--- config.mk ---
export PLATFORM = sky130hd
export DESIGN_NAME = clpc_divider
export DESIGN_NICKNAME = d
export VERILOG_FILES = /design/src/hw/rtl/clpc_pkg.sv /design/src/hw/rtl/clpc_divider.sv
export SDC_FILE = /design/constraint.sdc
export NUM_CORES = 1
export LEC_CHECK = 0
export BUFFER_PORTS_ARGS = -buffer_cell sky130_fd_sc_hd__buf_2
export CAP_MARGIN = 5
export CORE_UTILIZATION = 45
export DETAILED_ROUTE_END_ITERATION = 12
export GPL_TIMING_DRIVEN = 0
export PLACE_DENSITY_LB_ADDON = 0.3
export SKIP_LAST_GASP = 1
export SYNTH_ARGS = -nofsm -noshare
export SYNTH_HDL_FRONTEND = slang
export SYNTH_SLANG_ARGS = --single-unit
--- constraint.sdc ---
create_clock -name clock -period 9.1 [get_ports clock]
set_clock_uncertainty 0.2 [all_clocks]
set_input_delay 0.455 -clock clock [delete_from_list [all_inputs] [get_ports clock]]
set_output_delay 0.455 -clock clock [all_outputs]
set_load 0.02 [all_outputs]
--- src/hw/rtl/clpc_pkg.sv ---
`default_nettype none
package clpc_pkg;
   localparam int MAX_CHANNELS_DEF = 8;
   localparam int SAMPLE_BITS      = 24;
   localparam int CH_CNT_W         = 4;
   localparam int COEF_W           = 24;
   localparam int IRATIO_W         = 17;
   localparam int GAIN_W           = 24;
   localparam int FGAIN_W          = 33;
   localparam int DIV_Q_W          = 24;
   localparam int DIV_N_W          = 48;

   localparam logic [2:0] REG_ENABLE   = 3'd0;
   localparam logic [2:0] REG_CH_COUNT = 3'd1;
   localparam logic [2:0] REG_THRESH   = 3'd2;
   localparam logic [2:0] REG_IRATIO   = 3'd3;
   localparam logic [2:0] REG_ATTACK   = 3'd4;
   localparam logic [2:0] REG_RELEASE  = 3'd5;
   localparam logic [2:0] REG_SMOOTH   = 3'd6;
   localparam logic [2:0] REG_MAKEUP   = 3'd7;

   localparam logic [23:0] UNITY_Q23 = 24'd8388608;
   localparam logic [16:0] UNITY_Q16 = 17'd65536;

   typedef struct packed {
      logic        enable;
      logic [3:0]  channel_count;
      logic [23:0] threshold;
      logic [16:0] inv_ratio;
      logic [23:0] attack_coef;
      logic [23:0] release_coef;
      logic [23:0] smooth_coef;
      logic [23:0] makeup_gain;
   } cfg_type;

   // one-pole: (c*y + (2^24-c)*x + 2^23) >> 24
   function automatic logic [23:0] one_pole(input logic [23:0] c, input logic [23:0] y,
                                            input logic [23:0] x);
      logic [49:0] acc;
      acc = 50'(c) * 50'(y) + (50'h1000000 - 50'(c)) * 50'(x) + 50'h800000;
      return acc[47:24];
   endfunction
endpackage
`default_nettype wire

--- src/hw/rtl/clpc_divider.sv ---
`default_nettype none
module clpc_divider
   import clpc_pkg::*;
(
   input  wire logic               clock,
   input  wire logic               reset,
   input  wire logic               start,
   input  wire logic [DIV_N_W-1:0] numer,
   input  wire logic [23:0]        denom,
   output logic                    done,
   output logic [DIV_Q_W-1:0]      quot
);
   // restoring divider, one quotient bit per cycle; quotient fits in 24 bits
   logic [DIV_N_W-1:0] num_ff, num_in;
   logic [24:0]        rem_ff, rem_in;
   logic [DIV_Q_W-1:0] q_ff, q_in;
   logic [5:0]         cnt_ff, cnt_in;
   logic               busy_ff, busy_in;
   logic               done_ff, done_in;
   logic [25:0]        trial;

   assign trial = {rem_ff, num_ff[DIV_N_W-1]};

   always_comb begin
      num_in  = num_ff;
      rem_in  = rem_ff;
      q_in    = q_ff;
      cnt_in  = cnt_ff;
      busy_in = busy_ff;
      done_in = 1'b0;
      if (start) begin
         num_in  = numer;
         rem_in  = '0;
         cnt_in  = 6'(DIV_N_W);
         busy_in = 1'b1;
      end else if (busy_ff) begin
         num_in = num_ff << 1;
         if (trial >= 26'(denom)) begin
            rem_in = 25'(trial - 26'(denom));
            q_in   = {q_ff[DIV_Q_W-2:0], 1'b1};
         end else begin
            rem_in = trial[24:0];
            q_in   = {q_ff[DIV_Q_W-2:0], 1'b0};
         end
         cnt_in = cnt_ff - 6'd1;
         if (cnt_ff == 6'd1) begin
            busy_in = 1'b0;
            done_in = 1'b1;
         end
      end
   end

   always_ff @(posedge clock) begin
      if (reset) begin
         busy_ff <= 1'b0;
         done_ff <= 1'b0;
         cnt_ff  <= '0;
      end else begin
         busy_ff <= busy_in;
         done_ff <= done_in;
         cnt_ff  <= cnt_in;
      end
      num_ff <= num_in;
      rem_ff <= rem_in;
      q_ff   <= q_in;
   end

   assign done = done_ff;
   assign quot = q_ff;
endmodule
`default_nettype wire

==> summary.txt <==
Min path
  – Worst Hold End: num_ff[0]$_SDFFCE_PN0P_
  – Hold path start: numer[0]
  – Number of stages on the worst hold path: 2
  – Worst Hold Class: primary input to flop

Routing
  – First DRT Iteration DRCs: 346
  – Residual DRC: 0
  – Pre-antenna DRT Iters: 4
  – Avg WL per Cell: 15.0 um
  – Drt total wl: 12100 um
  – DRT antenna net count: 0
  – Vias/cell: 5.29
  – DR vias: 4267

STA
  – Pins Over Slew Limit: 0
  – Final TNS setup: 0 ps
  – # setup viols final: 0
  – Worst slew margin: 33.0%
  – Slew @ Worst Pin: 1000 ps
  – Fmax: 305 MHz
  – Final Hold Fails: 0
  – Final min period: 3280 ps
  – Final period util: 36.0%
  – Unrepaired setup endpoints after global routing: no

Power
  – Pwr dens: 175 nW/um2
  – Leakage power: 2.72 nW
  – Tot Pwr: 0.00118 W
  – Worst vdd ir: 98.0 uV

Placed design
  – Port Buffers: 97
  – Post-DP HPWL: 9040 um
  – GPL Wtd Cong: 0.869

Setup path
  – Worst Path Max Fanout: 10
  – Critical path class: flop to flop
  – Reg-to-Reg Start: num_ff[47]$_DFFE_PP_
  – Flop2flop setup slack: 5820 ps
  – CP Data Arrival Time: 3340 ps
  – Critical path launch point type: flop
  – Reg-to-reg endpoint: rem_ff[4]$_SDFFE_PP0P_
  – CP required: 9170 ps
  – Worst R2R Path Depth: 13
  – Setup crit end kind: flop

Clock network
  – Clock sink total: 105
  – Clock Path Buffers: 2
  – Post-CTS Setup Repair Bufs: 0
  – Inserted Clock Buffers: 9
  – Hold Buf Count CTS: 0
  – H-Tree Depth: 3
  – PostCTS Resize Cnt: 0
  – Worst-Skew Late Latency: 350 ps
  – Root Buffer Master: clkbuf_16
  – CTS clk-pin slew, worst paths: 70 ps
  – CTS tree: built

Global route
  – Largest net degree at the start of global routing: 49
  – Gr usage total: 19.0%
  – Grt ovf: 0
  – First-pass GRT wire length: 19400 um
  – Initial antenna violation count: 0
  – Vias in the first global route: 4039

Synth
  – Yosys reg bits: 105
  – Synth cell count leaders: edfxtp_1, mux2_2, nor2_1
  – Number of synthesis warnings: 0
  – Cell count after synthesis: 523
  – Syn Area/Cell: 11.1 um2
  – Netlist cell types: 64
  – Top-area cell type share of the netlist area: 37.4%
  – Top_reg_cell synth: edfxtp_1
  – Dominant cells by area after synthesis: edfxtp_1, dfxtp_1, mux2_2, ha_1, mux2i_1
  – Post-synth EDFFs: 72
  – Cell taking the most area after synthesis: edfxtp_1
  – Most numerous cell in the Yosys netlist: edfxtp_1
  – Mapped Nets: 625
  – Post-Syn Area: 5780 um2
  – Asr flop ratio synth: 0%
  – Seq/Total Area, Yosys: 48.8%

Die
  – Die X-Extent: 115 um
  – Die ar.: 13300 um2
  – Io pins: 100
  – Core area: 12600 um2
  – FP Rows: 41
  – Initial core utilization: 46.0%
  – Die Ht: 115 um

Status
  – Outcome: completed

Cells and area
  – Nets@finish: 733
  – Share of cells above drive strength 1: 28.0%
  – # diodes: 0
  – Fill cells: 1109
  – Area growth syn-to-layout: 16.9%
  – Fin util: 53.8%

Run
  – Max-cap violations: 0
==> worst max path at each step <==
stage,start,end,slack (ps)
4_1_cts,num_ff[47]$_DFFE_PP_,rem_ff[4]$_SDFFE_PP0P_,5800
3_3_place_gp,start,num_ff[38]$_DFFE_PP_,5660
2_1_floorplan,denom[0],rem_ff[4]$_SDFFE_PP0P_,6120
3_5_place_dp,denom[0],rem_ff[5]$_SDFFE_PP0P_,5760
6_report,num_ff[47]$_DFFE_PP_,rem_ff[4]$_SDFFE_PP0P_,5820
5_1_grt,num_ff[47]$_DFFE_PP_,rem_ff[5]$_SDFFE_PP0P_,5700
==> power by group <==
part           total [W]  internal [W]  leakage (nW)  switching [W]
clock           0.000365      0.000187         0.130       0.000177
combinational   0.000247      0.000108          1.62       0.000139
sequential      0.000572      0.000554         0.975      0.0000176
==> metal layers <==
layer,GRT usage [%],share of wire (%)
met1,24.9,46
met2,30.5,48
met3,4.53,5.4
met4,7.10,1.0
met5,0,0
==> logic make-up (layout without fill, tap and decap cells) <==
logic type | count (synthesis) | in the layout | share of synthesized area, %
buf+inv | 63 | 175 | 4.74
xor+xnor | 23 | 23 | 3.48
compound gates | 112 | 112 | 14.3
flops | 105 | 105 | 48.8
fa+ha+maj | 27 | 27 | 5.97
simple gates | 131 | 131 | 11.0
mux | 62 | 62 | 11.7
==> registers in the layout (all words and copies together), names as in the netlist <==
register,flops
num_ff,48
rem_ff,25
quot,24
cnt_ff,6
busy_ff,1
done,1
==> cells in the final DEF (no fill, tap or decap), drive strengths merged, types with 3 or more instances in the layout <==
cell type,netlist,routed
nor2b,3,3
nand4,6,6
o31ai,8,8
and3,3,3
xor2,9,9
nand2,36,36
dfxtp,33,33
o21ai,19,19
clkbuf,16,25
nand3,10,10
o211ai,4,4
and2,4,4
a211oi,13,13
o311ai,6,6
edfxtp,72,72
nor2,40,40
mux2i,15,15
a21o,6,6
o21bai,3,3
a31oi,3,3
mux2,47,47
nand2b,4,4
o21a,4,4
nor3b,9,9
xnor2,14,14
inv,35,37
buf,12,109
a21oi,29,29
ha,26,26
nor3,9,9
==> layout make-up <==
cell class                      count  area (um2)  share of cell area, %
Timing Repair Buffer               97         485                   7.18
Buffer                             28         138                   2.04
Clock buffer                        9         225                   3.33
Tap cell                          172         215                   3.18
Multi-Input combinational cell    355        2690                   39.7
Sequential cell                   105        2820                   41.8
Clock inverter                      6        50.0                  0.740
Inverter                           35         136                   2.02
==> worst max-delay path: stages, from the launching register on <==
cell and delay (ps):
edfxtp_1 430, inv_1 80, ha_1 150, inv_1 50, fa_1 430, a211oi_2 320, o31ai_4 140, a221oi_4 420
a21oi_4 120, a21oi_4 240, inv_6 100, buf_12 160, mux2i_1 120, a211oi_1 230
==> stage by stage <==
step           setup WS (ps)  hold slack, ps  std cells  area (um2)
4_1_cts                 5800             186        807        6760
2_1_floorplan           6120             244        523        5780
3_5_place_dp            5760             231        792        6480
6_report                5820             197        807        6760
5_1_grt                 5700             193        807        6760
3_3_place_gp            5660             232        792        6480
Power figures use the tool's default switching activity.
